$ cat src/afl_pkg.sv
package afl_pkg;

  localparam int unsigned SLOT_W  = 8;
  localparam int unsigned DELAY_W = 20;
  localparam int unsigned TIME_W  = 31;
  localparam int unsigned CFG_W   = 9;

  // Delay assumed for every frame when all loaded delays are zero
  localparam logic [DELAY_W-1:0] DEFAULT_DELAY_MS = DELAY_W'(100);

  typedef enum logic {
    ACT_LOAD  = 1'b0,
    ACT_QUERY = 1'b1
  } afl_action_e;

  typedef enum logic {
    ALU_ADD = 1'b0,
    ALU_SUB = 1'b1
  } afl_op_e;

  typedef struct packed {
    afl_action_e         action;
    logic [SLOT_W-1:0]   frame_slot;
    logic [DELAY_W-1:0]  delay_ms;
    logic [TIME_W-1:0]   time_ms;
    logic                loop_mode;
  } afl_req_t;

  typedef struct packed {
    logic [SLOT_W-1:0]   frame_index;
    logic                frame_valid;
    logic [DELAY_W-1:0]  ms_to_next;
    logic                next_valid;
  } afl_rsp_t;

endpackage

$ cat src/afl_alu.sv
module afl_alu #(
  parameter int unsigned WIDTH = 32
) (
  input  afl_pkg::afl_op_e   op_i,
  input  logic [WIDTH-1:0]   a_i,
  input  logic [WIDTH-1:0]   b_i,
  output logic [WIDTH-1:0]   res_o,
  output logic               borrow_o
);
  import afl_pkg::*;

  logic [WIDTH:0] full;

  always_comb begin
    case (op_i)
      ALU_ADD: full = {1'b0, a_i} + {1'b0, b_i};
      ALU_SUB: full = {1'b0, a_i} - {1'b0, b_i};
      default: full = '0;
    endcase
  end

  assign res_o    = full[WIDTH-1:0];
  // Top bit flags a < b on subtract
  assign borrow_o = (op_i == ALU_SUB) && full[WIDTH];

endmodule

$ cat config.mk
export PLATFORM = sky130hd
export DESIGN_NAME = afl_alu
export DESIGN_NICKNAME = d
export VERILOG_FILES = /design/src/afl_pkg.sv /design/src/afl_alu.sv
export SDC_FILE = /design/constraint.sdc
export NUM_CORES = 1
export LEC_CHECK = 0
export CAP_MARGIN = 20
export CELL_PAD_IN_SITES_DETAIL_PLACEMENT = 0
export CELL_PAD_IN_SITES_GLOBAL_PLACEMENT = 2
export CORE_MARGIN = 2
export CORE_UTILIZATION = 30
export DETAILED_ROUTE_END_ITERATION = 7
export DONT_BUFFER_PORTS = 1
export PLACE_DENSITY_LB_ADDON = 0.1
export SLEW_MARGIN = 10
export SYNTH_ARGS = -nofsm -noshare
export SYNTH_HDL_FRONTEND = slang
export SYNTH_SLANG_ARGS = --single-unit
$ cat constraint.sdc
create_clock -name vclk -period 7.8
set_clock_uncertainty 0.1 [all_clocks]
set_input_delay 0.39 -clock vclk [all_inputs]
set_output_delay 0.39 -clock vclk [all_outputs]
set_load 0.05 [all_outputs]
==> metrics.md, run 1 <==
| Metric | Value |
|---|---|
| Setup TNS | 0 ps |
| Flop pwr share | 0 |
| Sw Share | 0.749 |
| Share of cells above drive strength 1 | 0.0323 |
| Synthesis-to-finish area growth | 4.31% |
| # clk buffers | 0 |
| Wire per inst | 16.7 um |
| Total GRT Usage | 0.168 |
| CP startpoint kind | primary input |
| WHS | 967 ps |
| Final Hold Fails | 0 |
| Max-cap violation count | 0 |
| Die X | 92.5 um |
| Logic pwr share | 1.000 |
| Yosys cell types | 43 |
| Pre-CTS WS | 2750 ps |
| Routed vias | 2420 |
| Post-route ant nets | 0 |
| Initial Utilization | 0.307 |
| Hold Buf Count CTS | 0 |
| CP Capture Type | output pin |
| Netlist Area Pre-Place | 2350 um^2 |
| Rel. slew slack | 0.247 |
| # IOs | 98 |
| Global-route wire length before repair | 11900 um |
| Sequential Area | 0 um^2 |
| Period utilisation layout | 0.651 |
| Status | finished, final reports clean |
| Placer Congestion | 0.844 |
| DR vias/cell | 5.46 |
| Seq/Total Area, Yosys | 0 |
| Antenna violations before repair | 0 |
| Vias in the first global route | 2396 |
| Hold Crit Class | in -> out |
| Diodes inserted | 0 |
| Setup WS post-layout | 2720 ps |
| Peak VDD IR | 0.107 mV |
| Largest fanout on the critical path | 5 |
| Switch Pwr | 355 uW |
| Endpoints failing setup | 0 |
| Core Box Area | 7650 um^2 |
| Commonest non-fill, non-tap cell in the layout | xnor2_1 |
| Seq Cell Count | 0 |
| Fmax | 0.197 GHz |
| Unrepaired setup endpoints after global routing | no |
| Die area | 8560 um^2 |
| Total gr overflow | 0 |
| Die Ht | 92.5 um |
| Post_cts resized | 0 |
| Largest net degree at the start of global routing | 33 |
| Total power | 474 uW |
| WL final | 7420 um |
| DR iter-0 viols | 69 |
| Final HPWL DP | 6400 um |
| Leakage power | 1.06 nW |
| Row Count | 32 |
| PD cells | 193 nW/um^2 |
| Avg Synthesized Cell Area | 6.72 um^2 |
| Hold Startpoint | b_i[0] |
| Syn Inst Count | 350 |
| Worst Tran Pin Value | 1120 ps |
| Commonest cells after routing, fill and taps aside | 46 x xnor2_1, 42 x nor2_1, 42 x a21oi_1 |
| CP startpoint | b_i[9] |
| Net count reported at finish | 442 |
| Syn_nets | 449 |
| Pre-Repair DR Iteration Count | 5 |
| Critical Path RT | 7310 ps |
| Synth warnings | 0 |
| Max-slew violations | 0 |
| Buffer count from post-CTS setup fixing | 0 |
| Clock share of power | 0 |
| PortBufs | 0 |
| Critical path class | in -> out |
| Drt drc | 0 |
| Int Pwr | 119 uW |
| Final min period | 5080 ps |
| WP data arrival | 4590 ps |
-- final timing paths --
kind,endpoint,cells past startpoint
max,res_o[29],16
min,res_o[0],2
-- cell usage after synthesis (3+ instances only) --
cell type,count,share of area
a31o_2,3,0.011
o31a_1,3,0.011
inv_1,12,0.019
ha_1,33,0.18
and3_1,3,0.0080
clkbuf_1,10,0.016
nor2_1,42,0.067
o21bai_1,4,0.013
nand4_1,4,0.011
o21ai_0,16,0.034
nor2b_1,8,0.021
xnor2_1,46,0.17
xor2_1,13,0.048
a21oi_1,42,0.089
nand2b_1,3,0.0080
a21o_1,23,0.073
a31oi_1,7,0.019
nor4_1,5,0.013
nor3_1,10,0.021
nand3_1,9,0.019
nand2_1,26,0.042
-- metal layers --
metal	wire length, um	GRT usage	share of wire	vias up
li1	-	-	-	1252
met1	3270	0.213	0.44	1107
met2	3700	0.314	0.50	61
met3	450	0.0277	0.061	0
met4	0	0.00373	0	0
met5	0	0	0	-
-- logic make-up after synthesis --
family,after synthesis,synth area share
simple gates,118,0.244
compound gates,115,0.311
xor+xnor,59,0.220
fa+ha+maj,34,0.184
buf+inv,23,0.0367
mux,1,0.00426
-- cell type report --
cell class / count / area (um^2)
inverter: 12 / 45.0
multi-input combinational: 327 / 2260
fill: 875 / 5190
tap: 102 / 128
timing repair buffer: 2 / 15.0
-- critical path: stages --
cell and delay, ps:
or4_4 530, or3_4 360, or2_4 270, or2_4 260, nor4_1 170, nor2_1 80
xnor2_1 130, ha_1 340, a21o_1 230, a21o_1 180, a21oi_1 250, o21ai_0 150
a21o_1 190, a21oi_1 140, o31ai_1 100, xor2_1 820
-- power groups by stage --
stage               Combinational, mW  Sequential, mW  Clock (mW)
finish                          0.474               0           0
global route                    0.506               0           0
CTS                             0.476               0           0
detailed placement              0.474               0           0
global placement                0.477               0           0
floorplan                       0.418               0           0
-- per-stage QoR --
step           utilization  cell area (um^2)  std cells
2_1_floorplan            -              2350        350
3_3_place_gp         0.321              2450        443
3_5_place_dp         0.321              2450        443
4_1_cts              0.321              2450        443
5_1_grt              0.321              2450        443
6_report             0.321              2450        443
Power figures use the tool's default switching activity.
==> run 2: changes to the inputs <==
==> constraint.sdc (replaced) <==
create_clock -name vclk -period 4.3
set_clock_uncertainty 0.1 [all_clocks]
set_input_delay 0.215 -clock vclk [all_inputs]
set_output_delay 0.215 -clock vclk [all_outputs]
set_load 0.05 [all_outputs]
==> metrics.md, run 2 (same netlist as run 1, synthesis figures left out) <==
| Metric | Value |
|---|---|
| Worst Tran Pin Value | 1120 ps (-1.41 ps) |
| Buffer count from post-CTS setup fixing | 0 (unchanged) |
| Total GRT Usage | 0.169 (+0.000511) |
| Buf/Inv on CP | 1 (+1) |
| Clock share of power | 0 (unchanged) |
| Endpoints failing setup | 0 (unchanged) |
| Row Count | 32 (unchanged) |
| Worst-path cell chain | or4_4, or3_4, or2_4, nor2b_1, xnor2_1, ha_1, nand2_1, o21bai_1, a21oi_1, o21ai_0, a41oi_1, a311o_1, a21oi_2, xnor2_1, buf_4 |
| Die X | 92.5 um (unchanged) |
| Seq Cell Count | 0 (unchanged) |
| Die Ht | 92.5 um (unchanged) |
| CP startpoint kind | primary input |
| CP Capture Type | output pin |
| Switch Pwr | 674 uW (+90%) |
| Pre-Repair DR Iteration Count | 4 (-1) |
| Placer Congestion | 0.892 (+5.7%) |
| Final min period | 4150 ps |
| Drt drc | 0 (unchanged) |
| Initial Utilization | 0.307 (unchanged) |
| Pre-CTS WS | 83.3 ps (-2660 ps) |
| Hold Crit Class | in -> out |
| Sw Share | 0.656 (-0.0938) |
| Post_cts resized | 0 (unchanged) |
| Fillers | 853 (-2.5%) |
| Logic pwr share | 1.000 (about the same) |
| Fmax | 0.241 GHz |
| Setup WS post-layout | 150 ps (-2570 ps) |
| # clk buffers | 0 (unchanged) |
| Sequential Area | 0 um^2 (unchanged) |
| Int Pwr | 354 uW (+200%) |
| Wire per inst | 15.3 um (-8.7%) |
| WL final | 7390 um (-0.40%) |
| DR vias/cell | 5.29 (-3.1%) |
| Critical path class | in -> out |
| Leakage power | 1.27 nW (+20%) |
| Commonest cells after routing, fill and taps aside | 46 x xnor2_1, 42 x nor2_1, 39 x a21oi_1, 39 x buf_4, 32 x ha_1 |
| Antenna violations before repair | 0 (unchanged) |
| Synthesis-to-finish area growth | 21.4% |
| Hold Buf Count CTS | 0 (unchanged) |
| Core Box Area | 7650 um^2 (unchanged) |
| Total gr overflow | 0 (unchanged) |
| Unrepaired setup endpoints after global routing | yes |
| Core Util, Final | 0.373 (+0.0525) |
| Period utilisation layout | 0.965 |
| PD cells | 360 nW/um^2 (+87%) |
| Max-cap violation count | 0 (unchanged) |
| Setup TNS | 0 ps (unchanged) |
| Critical Path RT | 3980 ps (-3330 ps) |
| Post-route ant nets | 0 (unchanged) |
| Final HPWL DP | 6460 um (+0.94%) |
| Largest delay share family, worst path | simple AND/OR/NAND/NOR gates |
| Diodes inserted | 0 (unchanged) |
| WP data arrival | 3840 ps (-750 ps) |
| Most frequent CP cell | xnor2_1 |
| Share of cells above drive strength 1 | 0.165 (+0.133) |
| Largest fanout on the critical path | 7 (+2) |
| Net count reported at finish | 482 (+9.0%) |
| Final Hold Fails | 0 (unchanged) |
| Die area | 8560 um^2 (unchanged) |
| Peak VDD IR | 0.219 mV (+100%) |
| Commonest non-fill, non-tap cell in the layout | xnor2_1 |
| Largest net degree at the start of global routing | 33 (unchanged) |
| Status | finished, final reports clean |
| Flop pwr share | 0 (unchanged) |
| Global-route wire length before repair | 12100 um (+1.6%) |
| PortBufs | 0 (unchanged) |
| Vias in the first global route | 2556 (+6.7%) |
| Rel. slew slack | 0.248 (+0.000944) |
| Worst path max stage delay | 530 ps (-290 ps) |
| DR iter-0 viols | 85 (+23%) |
| Routed vias | 2557 (+5.7%) |
| Max-slew violations | 0 (unchanged) |
| # IOs | 98 (unchanged) |
| Slowest stage cell, crit path | or4_4 |
run 2: metrics by stage:
step                std cells  power (mW)  cell area, um^2  hold slack, ps
finish                    483        1.03             2850             614
global placement          483        1.03             2810             619
CTS                       483        1.02             2810             615
global route              483        1.10             2850             622
floorplan                 350       0.762             2370             611
detailed placement        483        1.02             2810             614
run 2: cell type report:
cell class	count	area [um^2]	share of cell area
Tap cell	102	128	0.0447
Timing Repair Buffer	42	353	0.124
Multi-Input combinational cell	327	2330	0.816
Inverter	12	45.0	0.0158
run 2: routing by layer:
metal | GRT usage | wire length [um] | vias up
li1 | - | - | 1334
met1 | 0.220 | 3310 | 1142
met2 | 0.308 | 3580 | 77
met3 | 0.0220 | 434 | 4
met4 | 0.0124 | 62 | 0
met5 | 0 | 0 | -
run 2: path summary, 6_finish.rpt:
| check | cells after the start | start | to |
|---|---|---|---|
| worst min-delay path | 2 | b_i[0] | res_o[0] |
| worst max-delay path | 15 | b_i[9] | res_o[30] |
run 2: power by group through the flow:
| stage | registers, mW | clock network (mW) | logic [mW] |
|---|---|---|---|
| 5_1_grt | 0 | 0 | 1.10 |
| 2_1_floorplan | 0 | 0 | 0.762 |
| 6_report | 0 | 0 | 1.03 |
| 3_3_place_gp | 0 | 0 | 1.03 |
| 3_5_place_dp | 0 | 0 | 1.02 |
| 4_1_cts | 0 | 0 | 1.02 |
==> run 3: changes to the inputs <==
--- a/config.mk
+++ b/config.mk
@@ -13,6 +13,7 @@
 export DETAILED_ROUTE_END_ITERATION = 7
 export DONT_BUFFER_PORTS = 1
 export PLACE_DENSITY_LB_ADDON = 0.1
+export RECOVER_POWER = 100
 export SLEW_MARGIN = 10
 export SYNTH_ARGS = -nofsm -noshare
 export SYNTH_HDL_FRONTEND = slang
==> metrics.md, run 3 (same netlist as run 1, synthesis figures left out) <==
| Metric | Value |
|---|---|
| Critical path class | in -> out |
| Drt drc | 0 (unchanged) |
| Setup TNS | 0 ps (unchanged) |
| Largest delay share family, worst path | simple AND/OR/NAND/NOR gates |
| PD cells | 353 nW/um^2 (-2.1%) |
| Final HPWL DP | 6460 um (unchanged) |
| Pre-Repair DR Iteration Count | 6 (+2) |
| CP startpoint kind | primary input |
| Commonest non-fill, non-tap cell in the layout | xnor2_1 |
| DR iter-0 viols | 66 (-22%) |
| Worst path max stage delay | 530 ps (about the same) |
| Pre-CTS WS | 83.3 ps (unchanged) |
| Diodes inserted | 0 (unchanged) |
| Setup WS post-layout | 146 ps (-3.83 ps) |
| # IOs | 98 (unchanged) |
| WL final | 7410 um (+0.28%) |
| Core Util, Final | 0.366 (-0.00687) |
| Post-route ant nets | 0 (unchanged) |
| Largest fanout on the critical path | 7 (unchanged) |
| CP Capture Type | output pin |
| Total GRT Usage | 0.169 (unchanged) |
| Buffer count from post-CTS setup fixing | 0 (unchanged) |
| Antenna violations before repair | 0 (unchanged) |
| Most frequent CP cell | xnor2_1 |
| Worst-path cell chain | or4_4, or3_4, or2_4, nor2b_1, xnor2_1, ha_1, nand2_1, o21bai_1, a21oi_1, o21ai_0, a41oi_1, a311o_1, a21oi_2, xnor2_1, buf_4 |
| WP data arrival | 3840 ps (about the same) |
| Total gr overflow | 0 (unchanged) |
| Initial Utilization | 0.307 (unchanged) |
| Status | finished, final reports clean |
| Rel. slew slack | 0.248 (+0.000407) |
| Total power | 989 uW (-3.9%) |
| Final Hold Fails | 0 (unchanged) |
| Endpoints failing setup | 0 (unchanged) |
| Global-route wire length before repair | 12100 um (unchanged) |
| Routed vias | 2563 (+0.23%) |
| Max-slew violations | 0 (unchanged) |
| Seq Cell Count | 0 (unchanged) |
| Commonest cells after routing, fill and taps aside | 46 x xnor2_1, 42 x nor2_1, 39 x a21oi_1 |
| Critical path depth | 15 (unchanged) |
| PortBufs | 0 (unchanged) |
| Leakage power | 1.22 nW (-3.6%) |
| Slowest stage cell, crit path | or4_4 |
| Die X | 92.5 um (unchanged) |
| Die area | 8560 um^2 (unchanged) |
| Vias in the first global route | 2556 (unchanged) |
| Placer Congestion | 0.892 (unchanged) |
| Hold Crit Class | in -> out |
| Net count reported at finish | 482 (unchanged) |
| Row Count | 32 (unchanged) |
| Peak VDD IR | 0.219 mV (-0.21%) |
| Max-cap violation count | 0 (unchanged) |
| Sequential Area | 0 um^2 (unchanged) |
| Critical Path RT | 3980 ps (about the same) |
| Unrepaired setup endpoints after global routing | yes |
| Die Ht | 92.5 um (unchanged) |
| Synthesis-to-finish area growth | 19.2% |
| Worst Tran Pin Value | 1120 ps (-0.606 ps) |
| DR vias/cell | 5.31 (+0.23%) |
| Core Box Area | 7650 um^2 (unchanged) |
| Period utilisation layout | 0.966 (about the same) |
| Final min period | 4150 ps (+3.83 ps) |
| Largest net degree at the start of global routing | 33 (unchanged) |
| Wire per inst | 15.3 um (+0.28%) |
| # clk buffers | 0 (unchanged) |
| Hold Path Stages | 2 (unchanged) |
| Share of cells above drive strength 1 | 0.134 (-0.0315) |
| Fmax | 0.241 GHz (about the same) |
| Fillers | 863 (+1.2%) |
| Buf/Inv on CP | 1 (unchanged) |
-- run 3: power breakdown --
group	internal [mW]	switching, mW
Sequential	0	0
Combinational	0.315	0.674
Clock	0	0
Total	0.315	0.674
-- run 3: area by class of cell --
type,count,area [um^2],area share
inverter,12,45.0,0.0161
multi-input combinational,327,2330,0.831
tap,102,128,0.0456
timing repair buffer,42,300,0.107
-- run 3: per-layer routing --
metal	routed length (um)	track usage	share of wire	vias up
li1	-	-	-	1334
met5	0	0	0	-
met3	433	0.0220	0.058	4
met2	3600	0.308	0.49	71
met4	62	0.0124	0.0084	0
met1	3320	0.220	0.45	1154
-- run 3: path summary, 6_finish.rpt --
check                   from         to  slack (ps)
worst min-delay path  b_i[0]   res_o[0]         610
worst max-delay path  b_i[9]  res_o[30]         150
-- run 3: timing repair --
item                       CTS  global route
hold buffers                 0             0
setup endpoints to repair    0             7
resized for setup            0            11
-- run 3: through the flow --
step / hold slack (ps) / cells / cell area (um^2)
final: 614 / 483 / 2800
after global routing: 622 / 483 / 2800
after CTS: 615 / 483 / 2810
after detailed placement: 614 / 483 / 2810
after global placement: 619 / 483 / 2810
after floorplan: 611 / 350 / 2370
